## config.mk

```make
export PLATFORM = sky130hd
export DESIGN_NAME = one_wire_bus_master
export DESIGN_NICKNAME = d
export VERILOG_FILES = /design/src/hw/rtl/owbm_pkg.sv /design/src/hw/rtl/one_wire_bus_master.sv
export SDC_FILE = /design/constraint.sdc
export NUM_CORES = 1
export LEC_CHECK = 0
export BUFFER_PORTS_ARGS = -buffer_cell sky130_fd_sc_hd__buf_2
export CORE_MARGIN = 2
export CORE_UTILIZATION = 35
export DETAILED_ROUTE_END_ITERATION = 16
export PLACE_DENSITY = 0.61
export RECOVER_POWER = 50
export SYNTH_ARGS = -nofsm -noshare
export SYNTH_HDL_FRONTEND = slang
export SYNTH_SLANG_ARGS = --single-unit
```

## constraint.sdc

```tcl
create_clock -name clk_i -period 8.3 [get_ports clk_i]
set_input_delay 0.83 -clock clk_i [delete_from_list [all_inputs] [get_ports clk_i]]
set_output_delay 0.83 -clock clk_i [all_outputs]
set_load 0.005 [all_outputs]
```

## src/hw/rtl/owbm_pkg.sv

```systemverilog
// Package for the one-wire bus master: beat types, configuration registers,
// phase encoding and timing helpers. It depends on nothing else.
package owbm_pkg;

  localparam int BitsPerByte = 8;
  localparam int BitCntW     = $clog2(BitsPerByte + 1);
  localparam int TimeW       = 10;
  localparam int CfgIdxW     = 4;

  // Command codes carried in the kind field of an input beat.
  localparam logic [1:0] KindTick  = 2'd0;
  localparam logic [1:0] KindReset = 2'd1;
  localparam logic [1:0] KindWrite = 2'd2;
  localparam logic [1:0] KindRead  = 2'd3;

  // Configuration register indexes.
  localparam logic [CfgIdxW-1:0] CfgResetLow   = 4'd0;
  localparam logic [CfgIdxW-1:0] CfgPresSample = 4'd1;
  localparam logic [CfgIdxW-1:0] CfgResetTail  = 4'd2;
  localparam logic [CfgIdxW-1:0] CfgSlotLead   = 4'd3;
  localparam logic [CfgIdxW-1:0] CfgReadDelay  = 4'd4;
  localparam logic [CfgIdxW-1:0] CfgReadTail   = 4'd5;
  localparam logic [CfgIdxW-1:0] CfgWriteHold  = 4'd6;
  localparam logic [CfgIdxW-1:0] CfgRecovery   = 4'd7;

  typedef struct packed {
    logic [1:0] kind;
    logic [7:0] write_byte;
    logic       line_level;
  } owbm_in_t;

  typedef struct packed {
    logic       drive_low;
    logic       busy_res;
    logic       done_res;
    logic [7:0] read_byte;
    logic       device_present;
    logic       line_shorted;
    logic       bus_error;
  } owbm_out_t;

  typedef struct packed {
    logic [TimeW-1:0] reset_low_time;
    logic [TimeW-1:0] presence_sample_time;
    logic [TimeW-1:0] reset_tail_time;
    logic [TimeW-1:0] slot_lead_time;
    logic [TimeW-1:0] read_sample_delay;
    logic [TimeW-1:0] read_tail_time;
    logic [TimeW-1:0] write_hold_time;
    logic [TimeW-1:0] recovery_time;
  } owbm_cfg_t;

  localparam owbm_cfg_t CfgDefault = '{
    reset_low_time:       10'd470,
    presence_sample_time: 10'd60,
    reset_tail_time:      10'd410,
    slot_lead_time:       10'd5,
    read_sample_delay:    10'd5,
    read_tail_time:       10'd50,
    write_hold_time:      10'd55,
    recovery_time:        10'd5
  };

  typedef enum logic [13:0] {
    PhIdle      = 14'b00000000000001,
    PhRstLow    = 14'b00000000000010,
    PhRstWait   = 14'b00000000000100,
    PhRstTail   = 14'b00000000001000,
    PhRstRecov  = 14'b00000000010000,
    PhWLead     = 14'b00000000100000,
    PhWHold     = 14'b00000001000000,
    PhWRecov    = 14'b00000010000000,
    PhRLead     = 14'b00000100000000,
    PhRDelay    = 14'b00001000000000,
    PhRSample   = 14'b00010000000000,
    PhRTail     = 14'b00100000000000,
    PhRRecov    = 14'b01000000000000,
    PhByteRecov = 14'b10000000000000
  } owbm_phase_e;

  // A zero in a register whose minimum is one counts as one.
  function automatic logic [TimeW-1:0] at_least_one(input logic [TimeW-1:0] v);
    at_least_one = (v == '0) ? TimeW'(1) : v;
  endfunction

  // Number of microseconds spent in a phase; zero means the phase is skipped.
  function automatic logic [TimeW-1:0] phase_len(input owbm_phase_e ph,
                                                 input owbm_cfg_t   cfg);
    logic [TimeW-1:0] len;
    len = '0;
    unique case (ph)
      PhRstLow:               len = at_least_one(cfg.reset_low_time);
      PhRstWait:              len = at_least_one(cfg.presence_sample_time);
      PhRstTail:              len = at_least_one(cfg.reset_tail_time);
      PhWLead, PhRLead:       len = at_least_one(cfg.slot_lead_time);
      PhWHold:                len = at_least_one(cfg.write_hold_time);
      PhRDelay:               len = cfg.read_sample_delay;
      PhRSample:              len = TimeW'(1);
      PhRTail:                len = cfg.read_tail_time;
      PhRstRecov, PhWRecov,
      PhRRecov, PhByteRecov:  len = cfg.recovery_time;
      default:                len = '0;
    endcase
    phase_len = len;
  endfunction

endpackage

```

## src/hw/rtl/one_wire_bus_master.sv

```systemverilog
// One-wire bus master, top level: command sequencer, timers and result register.
// Depends on owbm_pkg.
//
// Each result beat is registered and appears in the cycle after its input beat is accepted.
// Throughput: one input beat per cycle, held back only while a result waits
// in the output register and the downstream side is not ready.
// Reset (rst_ni low, asynchronous): the bus goes idle, all flags, counters and
// the read byte clear, and the timing registers return to their defaults.
module one_wire_bus_master (
  input  logic                       clk_i,
  input  logic                       rst_ni,
  input  logic                       in_valid_i,
  output logic                       in_ready_o,
  input  owbm_pkg::owbm_in_t         in_data_i,
  output logic                       out_valid_o,
  input  logic                       out_ready_i,
  output owbm_pkg::owbm_out_t        out_data_o,
  input  logic                       cfg_valid_i,
  output logic                       cfg_ready_o,
  input  logic [owbm_pkg::CfgIdxW-1:0] cfg_index_i,
  input  logic [owbm_pkg::TimeW-1:0]   cfg_data_i
);
  import owbm_pkg::*;

  // Each input beat is one microsecond of bus time. The whole tick, from a
  // possible command start through the timer step and phase advance, is
  // evaluated in one pass and lands in the result register.

  owbm_cfg_t cfg_q;

  owbm_phase_e          phase_q, phase_d;
  logic [TimeW-1:0]     timer_q, timer_d;
  logic [BitCntW-1:0]   bits_q, bits_d;
  logic [7:0]           shift_q, shift_d;
  logic                 pres_q, pres_d;
  logic                 short_q, short_d;
  logic                 err_q, err_d;
  logic [7:0]           rres_q, rres_d;

  logic                 out_valid_q;
  owbm_out_t            out_q, res_d;
  logic                 in_acc;

  // The result register frees up in the same cycle that it is drained.
  assign in_ready_o  = !out_valid_q || out_ready_i;
  assign in_acc      = in_valid_i && in_ready_o;
  assign out_valid_o = out_valid_q;
  assign out_data_o  = out_q;
  assign cfg_ready_o = 1'b1;

  // Configuration writes; an index beyond the register list is dropped.
  always_ff @(posedge clk_i or negedge rst_ni) begin
    if (!rst_ni) begin
      cfg_q <= CfgDefault;
    end else if (cfg_valid_i) begin
      unique case (cfg_index_i)
        CfgResetLow:   cfg_q.reset_low_time       <= cfg_data_i;
        CfgPresSample: cfg_q.presence_sample_time <= cfg_data_i;
        CfgResetTail:  cfg_q.reset_tail_time      <= cfg_data_i;
        CfgSlotLead:   cfg_q.slot_lead_time       <= cfg_data_i;
        CfgReadDelay:  cfg_q.read_sample_delay    <= cfg_data_i;
        CfgReadTail:   cfg_q.read_tail_time       <= cfg_data_i;
        CfgWriteHold:  cfg_q.write_hold_time      <= cfg_data_i;
        CfgRecovery:   cfg_q.recovery_time        <= cfg_data_i;
        default: ;
      endcase
    end
  end

  // One microsecond tick. Phases whose length is zero are skipped in the same
  // tick, so the successor choice below already folds the skip chains.
  always_comb begin
    owbm_phase_e ph, nph, byte_end;
    logic        rec_zero;
    logic        busy, drv, done;

    ph       = phase_q;
    nph      = phase_q;
    timer_d  = timer_q;
    bits_d   = bits_q;
    shift_d  = shift_q;
    pres_d   = pres_q;
    short_d  = short_q;
    err_d    = err_q;
    rres_d   = rres_q;
    busy     = 1'b0;
    drv      = 1'b0;
    done     = 1'b0;
    rec_zero = (cfg_q.recovery_time == '0);
    byte_end = rec_zero ? PhIdle : PhByteRecov;

    // A command only starts from idle, and its first tick is this one.
    if (ph == PhIdle && in_data_i.kind != KindTick) begin
      bits_d = BitCntW'(BitsPerByte);
      unique case (in_data_i.kind)
        KindReset: begin
          err_d = 1'b0;
          ph    = PhRstLow;
        end
        KindWrite: begin
          shift_d = in_data_i.write_byte;
          ph      = PhWLead;
        end
        default: begin
          shift_d = '0;
          ph      = PhRLead;
        end
      endcase
      timer_d = phase_len(ph, cfg_q);
    end

    nph = ph;
    if (ph != PhIdle) begin
      busy = 1'b1;
      if (ph == PhRstLow || ph == PhWLead || ph == PhRLead) begin
        drv = 1'b1;
      end else if (ph == PhWHold) begin
        drv = !shift_d[0];
      end

      // Presence and short checks fall on the last tick of their phase.
      if (ph == PhRstWait && timer_d == TimeW'(1)) begin
        pres_d = !in_data_i.line_level;
      end else if (ph == PhRstTail && timer_d == TimeW'(1)) begin
        short_d = !in_data_i.line_level;
        err_d   = !in_data_i.line_level || !pres_d;
      end else if (ph == PhRSample) begin
        shift_d = {in_data_i.line_level, shift_d[7:1]};
      end

      if (timer_d != '0) begin
        timer_d = timer_d - TimeW'(1);
      end

      if (timer_d == '0) begin
        unique case (ph)
          PhRstLow:  nph = PhRstWait;
          PhRstWait: nph = PhRstTail;
          PhRstTail: nph = rec_zero ? PhIdle : PhRstRecov;
          PhWLead:   nph = PhWHold;
          PhRLead:   nph = (cfg_q.read_sample_delay == '0) ? PhRSample : PhRDelay;
          PhRDelay:  nph = PhRSample;
          PhWHold, PhWRecov: begin
            if (ph == PhWHold && !rec_zero) begin
              nph = PhWRecov;
            end else begin
              // End of a write slot: move to the next bit.
              shift_d = {1'b0, shift_d[7:1]};
              if (bits_d != '0) begin
                bits_d = bits_d - BitCntW'(1);
              end
              nph = (bits_d != '0) ? PhWLead : byte_end;
            end
          end
          PhRSample, PhRTail, PhRRecov: begin
            if (ph == PhRSample && cfg_q.read_tail_time != '0) begin
              nph = PhRTail;
            end else if (ph != PhRRecov && !rec_zero) begin
              nph = PhRRecov;
            end else begin
              // End of a read slot: the byte is published after the last bit.
              if (bits_d != '0) begin
                bits_d = bits_d - BitCntW'(1);
              end
              if (bits_d != '0) begin
                nph = PhRLead;
              end else begin
                rres_d = shift_d;
                nph    = byte_end;
              end
            end
          end
          default:   nph = PhIdle;
        endcase
        timer_d = phase_len(nph, cfg_q);
        done    = (nph == PhIdle);
      end
    end

    phase_d              = nph;
    res_d.drive_low      = drv;
    res_d.busy_res       = busy;
    res_d.done_res       = done;
    res_d.read_byte      = rres_d;
    res_d.device_present = pres_d;
    res_d.line_shorted   = short_d;
    res_d.bus_error      = err_d;
  end

  // Sequencer state advances once per accepted beat.
  always_ff @(posedge clk_i or negedge rst_ni) begin
    if (!rst_ni) begin
      phase_q <= PhIdle;
      timer_q <= '0;
      bits_q  <= '0;
      shift_q <= '0;
      pres_q  <= 1'b0;
      short_q <= 1'b0;
      err_q   <= 1'b0;
      rres_q  <= '0;
    end else if (in_acc) begin
      phase_q <= phase_d;
      timer_q <= timer_d;
      bits_q  <= bits_d;
      shift_q <= shift_d;
      pres_q  <= pres_d;
      short_q <= short_d;
      err_q   <= err_d;
      rres_q  <= rres_d;
    end
  end

  always_ff @(posedge clk_i or negedge rst_ni) begin
    if (!rst_ni) begin
      out_valid_q <= 1'b0;
    end else if (in_acc) begin
      out_valid_q <= 1'b1;
    end else if (out_ready_i) begin
      out_valid_q <= 1'b0;
    end
  end

  always_ff @(posedge clk_i) begin
    if (in_acc) begin
      out_q <= res_d;
    end
  end

endmodule

```

==> results of run 1 <==
## power by group
group          internal, mW  leakage (nW)  switching [mW]
combinational         0.212          1.96           0.256
sequential            0.857          1.67           0.124
clock                 0.429         0.291           0.343
total                  1.50          3.92           0.722
## worst max-delay path by stage
| stage | from | end | slack [ps] | cells after the start |
|---|---|---|---|---|
| 2_1_floorplan | in_data_i[9] | shift_q[0]$_DFFE_PN0P_ | 3570 | 16 |
| 3_3_place_gp | in_data_i[9] | out_data_o[10]$_DFFE_PP_ | 2810 | 18 |
| 3_5_place_dp | in_data_i[9] | out_data_o[10]$_DFFE_PP_ | 2600 | 18 |
| 4_1_cts | in_data_i[9] | out_data_o[10]$_DFFE_PP_ | 3020 | 18 |
| 5_1_grt | in_data_i[9] | out_data_o[9]$_DFFE_PP_ | 2550 | 18 |
| 6_report | in_data_i[9] | out_data_o[10]$_DFFE_PP_ | 2980 | 18 |
## cells in the mapped netlist (6+ instances only)
cell      number
ha_1           6
mux2i_1       25
nand4_1        6
edfxtp_1      14
nor2b_1        8
dfrtp_1       98
clkbuf_1      16
o21ai_0       48
nand2_1       93
nand2b_1       7
nor4_1        15
and2_1        10
inv_1         12
nor3_1        32
a21oi_1       26
nand3_1       28
mux2_2        97
o21ai_1        6
a22oi_1       29
a221o_1        6
buf_2         11
dfstp_2       30
nor2_1        56
o211ai_1       7
and3_1         8
## state kept, by name (all words and copies together), names as in the netlist, 4 cells and up
signal      count
shift_q         8
phase_q        14
timer_q        10
cfg_q          80
out_data_o     14
rres_q          8
bits_q          4
## cells by family after synthesis
group | after synthesis | share of synthesized area
and+or+nand+nor | 307 | 0.195
AOI/OAI and AO/OA | 186 | 0.156
DFF | 142 | 0.437
muxes | 127 | 0.168
buffers and inverters | 50 | 0.0291
adders and majority gates | 6 | 0.00895
xor gates and xnor gates | 5 | 0.00522
other | 1 | 0.000447
## metrics by stage
stage	hold WS (ps)	instances	setup slack (ps)	power (mW)	utilization
final	481	1193	2980	2.22	0.404
after global routing	507	1193	2550	2.33	0.404
after CTS	386	1193	3020	2.23	0.404
after detailed placement	471	1161	2600	1.45	0.379
after global placement	462	1161	2810	1.44	0.379
after floorplan	450	824	3570	1.30	-
## routing by layer
metal / part of all wire / up-vias / wire length [microns] / track usage
met5: 0 / - / 0 / 0
met4: 0.022 / 0 / 510 / 0.0596
met3: 0.057 / 36 / 1300 / 0.0324
met2: 0.46 / 244 / 10500 / 0.288
met1: 0.46 / 3353 / 10300 / 0.254
li1: - / 3181 / - / -
## critical path: stages
cell      delay (ps)
buf_2             90
inv_1             50
ha_1             250
nor4b_1          460
nand4_2          140
buf_4            270
a211oi_2         330
o21bai_2         230
ha_1             350
nor3b_1          510
nor2b_1          270
mux2i_1          210
o211ai_1          90
nor2_1           240
and3_1           330
nand4_1          490
nand2_1          200
o21ai_0          100
## cell type report
class | count | area, sq um | area share
multi-input cells | 632 | 4480 | 0.473
flip-flops and latches | 142 | 3660 | 0.386
clock buffers | 17 | 425 | 0.0449
well taps | 319 | 399 | 0.0421
repair buffers | 55 | 289 | 0.0305
clock inverters | 15 | 166 | 0.0176
inverters | 13 | 48.8 | 0.00515
## placed cells by master (no fill, tap or decap), types with 6 or more instances in the layout
master	Yosys	routed
a21oi_1	26	26
dfstp_2	30	30
nor2b_1	8	8
mux2_2	97	96
a22oi_1	29	29
edfxtp_1	14	14
nand2b_1	7	7
dfrtp_1	98	98
o211ai_1	7	7
and3_1	8	8
inv_6	0	6
o21ai_1	6	6
nor4_1	15	14
a221o_1	6	6
inv_1	12	12
nand3_1	28	28
clkbuf_16	0	17
nor2_1	56	56
buf_2	11	42
o21ai_0	48	48
ha_1	6	6
and2_1	10	10
nor3_1	32	32
nand4_1	6	6
buf_4	1	8
nand2_1	93	93
mux2i_1	25	25
==> impl_metrics.json, run 1 <==
{
  "ant_nets": 0,
  "clock_tree.htree_level_count": 4,
  "drv_cap": 1,
  "primary_ff_master_synth": "dfrtp_1",
  "critical_path_required_ps": 8450,
  "leakage_power_nw": 3.92,
  "avgSynthCellArea_sq_um": 10.2,
  "syn2layout_area_growth_pct": 13.0,
  "drt-wirelength-per-cell_microns": 19.0,
  "final_sum_of_negative_setup_slack_ps": 0,
  "peakVddDrop_mv": 0.131,
  "outcome": "complete, but fails checks",
  "cts_hold_buffers": 0,
  "setup_fix_bufs_post_cts": 0,
  "vias_per_cell": 5.71,
  "drive_gt1_frac": 0.283,
  "cts_tree": "yes",
  "worst_skew_pair.late_latency_ps": 430,
  "gp_routability_congestion": 0.907,
  "synth-edff-count": 14,
  "final_period_util": 0.641,
  "timing_hold_violations_final": 0,
  "worst-path-max-fanout": 25,
  "async_flop_share": 0.901,
  "top_level_ports": 47,
  "critPathLaunchType": "input pin",
  "detail_route.iter0.violations": 568,
  "reg2regPathDepth": 15,
  "timing.max_slew.rel_slack": -1.19,
  "hold_path_end": "rres_q[7]$_DFFE_PN0P_",
  "first_pass_grt_wire_length_microns": 36600,
  "yosysSeqAreaShare": 0.437,
  "skew_ps": 9.66,
  "crit_path_end_kind": "flop",
  "worstMarginPinSlew_ps": 3280,
  "via_count_of_the_first_global_routing_pass": 6492,
  "timing.final.setup_violations": 0,
  "path_clk_slew_ps": 60,
  "synth_cells": 824,
  "synthesis_stage_register_bit_count": 142,
  "yosysUniqueCellTypes": 90,
  "synthesis.nets": 860,
  "vias": 6814,
  "ys_top_cells_by_area": "dfrtp_1, mux2_2, dfstp_2",
  "drt_first_pass_iters": 5,
  "initial_core_util": 0.357,
  "cts.repair.resized": 0,
  "r2r_end": "out_data_o[10]$_DFFE_PP_",
  "number_of_cells_traversed_by_the_worst_hold_path": 2,
  "detailed_place_hpwl_microns": 16400,
  "cts-root-buf": "clkbuf_16",
  "fmax_mhz": 188,
  "route.final.wire_length_microns": 22700,
  "synth.largest_area_cell": "dfrtp_1",
  "grt.overflow.total": 0,
  "post-synth-top-area-fraction": 0.293,
  "dpl-instance-area_sq_mm": 0.00890,
  "antenna_found_initial": 0,
  "design_area_sq_mm": 0.00947,
  "maximum_number_of_pins_on_one_net_before_global_route_repair": 69,
  "track_usage": 0.183,
  "worst_r2r_startpoint": "phase_q[1]$_DFFE_PN0P_",
  "finalNetCount": 897,
  "max-clock-path-buffers": 2,
  "cts-buffers-inserted": 17,
  "core_area_sq_mm": 0.0235,
  "die_y_microns": 159,
  "insertedDiodeCount": 0,
  "worst_hold_startpoint": "rres_q[7]$_DFFE_PN0P_",
  "cp.arrival_ps": 5470,
  "cts_sink_cnt": 142,
  "violations_in_the_final_reports": "max-capacitance violations, max-slew violations",
  "timing_max_transition_violations_final": 62,
  "timing.final.crit_period_ps": 5320,
  "fp-row-count": 56,
  "layout.filler_cells": 2284,
  "timing.reg2reg.setup_slack_ps": 3200,
  "p_per_area_mw_per_mm2": 234,
  "design.die.area_sq_mm": 0.0252,
  "io_buffer_count": 45,
  "timing.hold.worst.class": "flop to flop",
  "synth.cell_area_sq_mm": 0.00838,
  "grt_setup_unrepaired": "no",
  "yosys_warnings": 0,
  "timing_worst_setup_path_type": "input pin to flop",
  "drt_drc_violations_left": 0,
  "die_w_microns": 159
}
Power figures use the tool's default switching activity.
==> run 2, diff against run 1 <==
clock period = 4.9 ns   (was 8.3 ns; I/O delays follow)
==> run 2 against run 1 <==
Net effect:
- the run still ends with max-capacitance violations, max-slew violations left
- critical path depth decreased by 4
- cell area increased by 1.2%
- sequential share of layout area decreased by 0.47 points
- core utilization increased by 0.50 points
- wire length increased by 6.2%
- die area unchanged
- hold slack got worse by 220 ps
- first-iteration DRC count increased by 30%
- clock skew increased by 2.4 ps
- clock power increased by 76%
- non-clock buffer count increased by 12
- sequential cell count unchanged
- critical path type is now flop to flop
==> impl_metrics.json, run 2 (synthesis results as in run 1) <==
{
  "cts_tree": "yes",
  "cts.repair.resized": 0,
  "die_y_microns": 159,
  "worst_skew_pair.late_latency_ps": 440,
  "detailed_place_hpwl_microns": 17600,
  "maximum_number_of_pins_on_one_net_before_global_route_repair": 77,
  "power_frac_seq": 0.432,
  "fp-row-count": 56,
  "worst-path-max-fanout": 8,
  "grt.overflow.total": 0,
  "largest_reg_flops": 80,
  "power.switching_fraction": 0.335,
  "io_buffer_count": 45,
  "p_per_area_mw_per_mm2": 402,
  "total_chip_power_mw": 3.85,
  "syn2layout_area_growth_pct": 14.4,
  "die_w_microns": 159,
  "critical_path_required_ps": 5260,
  "setup_fix_bufs_post_cts": 0,
  "top_level_ports": 47,
  "drive_gt1_frac": 0.291,
  "grt_setup_unrepaired": "no",
  "cts-root-buf": "clkbuf_16",
  "critPathLaunchType": "flop",
  "clock_tree.htree_level_count": 4,
  "timing_max_transition_violations_final": 77,
  "clock_power_share": 0.352,
  "final_sum_of_negative_setup_slack_ps": 0,
  "power.internal_mw": 2.56,
  "layout.cells.most_common_list": "dfrtp_1, mux2_2, nand2_1",
  "cts-buffers-inserted": 17,
  "vias_per_cell": 5.70,
  "layout_commonest_cell": "dfrtp_1",
  "drt-wirelength-per-cell_microns": 20.0,
  "crit_path_end_kind": "flop",
  "cts_sink_cnt": 142,
  "violations_in_the_final_reports": "max-capacitance violations, max-slew violations",
  "worstMarginPinSlew_ps": 4350,
  "outcome": "complete, but fails checks",
  "largest-register": "cfg_q",
  "timing.final.setup_violations": 0,
  "hold_ws_ps": 261,
  "final_period_util": 0.919,
  "vias": 6868,
  "timing.hold.worst.class": "input pin to flop",
  "route.final.wire_length_microns": 24100,
  "first_pass_grt_wire_length_microns": 38000,
  "detailedPlace.worstSlack_ps": 98.1,
  "timing.final.crit_period_ps": 4500,
  "comb_power_share": 0.215,
  "leakage_power_nw": 3.99,
  "timing.max_slew.rel_slack": -1.90,
  "detail_route.iter0.violations": 737,
  "design.die.area_sq_mm": 0.0252,
  "finalNetCount": 909,
  "via_count_of_the_first_global_routing_pass": 6751,
  "skew_ps": 12.1,
  "cts_hold_buffers": 0,
  "path_clk_slew_ps": 70,
  "drv_cap": 1,
  "insertedDiodeCount": 0,
  "finalWorstSetupSlack_ps": 396,
  "gp_routability_congestion": 0.910,
  "switchingPower_mw": 1.29,
  "track_usage": 0.192,
  "peakVddDrop_mv": 0.270,
  "drt_first_pass_iters": 5,
  "timing_hold_violations_final": 0,
  "fmax_mhz": 222,
  "cp.arrival_ps": 4870,
  "core_area_sq_mm": 0.0235,
  "initial_core_util": 0.357,
  "max-clock-path-buffers": 2,
  "ant_nets": 0,
  "antenna_found_initial": 0,
  "timing_worst_setup_path_type": "flop to flop",
  "finalNonFillerCells": 1205,
  "numPlacedInstances": 1173,
  "drt_drc_violations_left": 0
}
-- run 2: cell count changes in the layout (fill, tap and decap cells not counted), sizes merged --
cell / change
clkbuf: +1
clkinvlp: -1
inv: -3
clkinv: +4
buf: +11
-- run 2: layout make-up --
cell class	count	area [sq um]
clock buffer	17	425
clock inverter	15	195
fill	2293	13900
inverter	13	48.8
multi-input combinational	632	4480
sequential	142	3660
tap	319	399
timing repair buffer	67	378
-- run 2: worst max-delay path, stage by stage, from the launching register on --
cell	delay (ps)
dfstp_2	610
nor4b_1	400
nand4_2	200
a211oi_2	280
o21bai_2	170
ha_1	250
nor3b_1	560
nor2b_1	280
mux2i_1	210
o211ai_1	90
nor2_1	240
nand4_4	180
nor3_4	410
mux2_2	390
a21oi_1	150
-- run 2: path summary, 6_finish.rpt --
kind | cells after the start | startpoint | endpoint | slack, ps
max | 14 | phase_q[0]$_DFFE_PN1P_ | shift_q[4]$_DFFE_PN0P_ | 400
min | 2 | in_valid_i | out_valid_o$_DFFE_PN0P_ | 260
max reg2reg | 14 | phase_q[0]$_DFFE_PN1P_ | shift_q[4]$_DFFE_PN0P_ | 400
min reg2reg | 2 | rres_q[7]$_DFFE_PN0P_ | rres_q[7]$_DFFE_PN0P_ | 480
max in group asynchronous | 1 | rst_ni | out_valid_o$_DFFE_PN0P_ | 880
min in group asynchronous | 1 | rst_ni | cfg_q[47]$_DFFE_PN0P_ | 1590
-- run 2: per-layer routing --
metal,global-route usage,routed length [microns],up-vias
met5,0,0,-
met4,0.0671,641,0
met3,0.0439,1390,43
met1,0.259,11100,3384
li1,-,-,3202
met2,0.302,11000,239
-- run 2: metrics by stage --
| stage | utilization | area, sq um |
|---|---|---|
| after floorplan | - | 8380 |
| after global placement | 0.383 | 8990 |
| after detailed placement | 0.383 | 8990 |
| after CTS | 0.409 | 9610 |
| after global routing | 0.409 | 9590 |
| final | 0.409 | 9590 |
-- run 2: power by group through the flow --
stage          clock (mW)  sequential [mW]  combinational, mW
2_1_floorplan           0             1.61              0.593
3_3_place_gp            0             1.67              0.804
3_5_place_dp            0             1.68              0.819
4_1_cts              1.38             1.66              0.826
5_1_grt              1.43             1.70              0.907
6_report             1.36             1.67              0.830
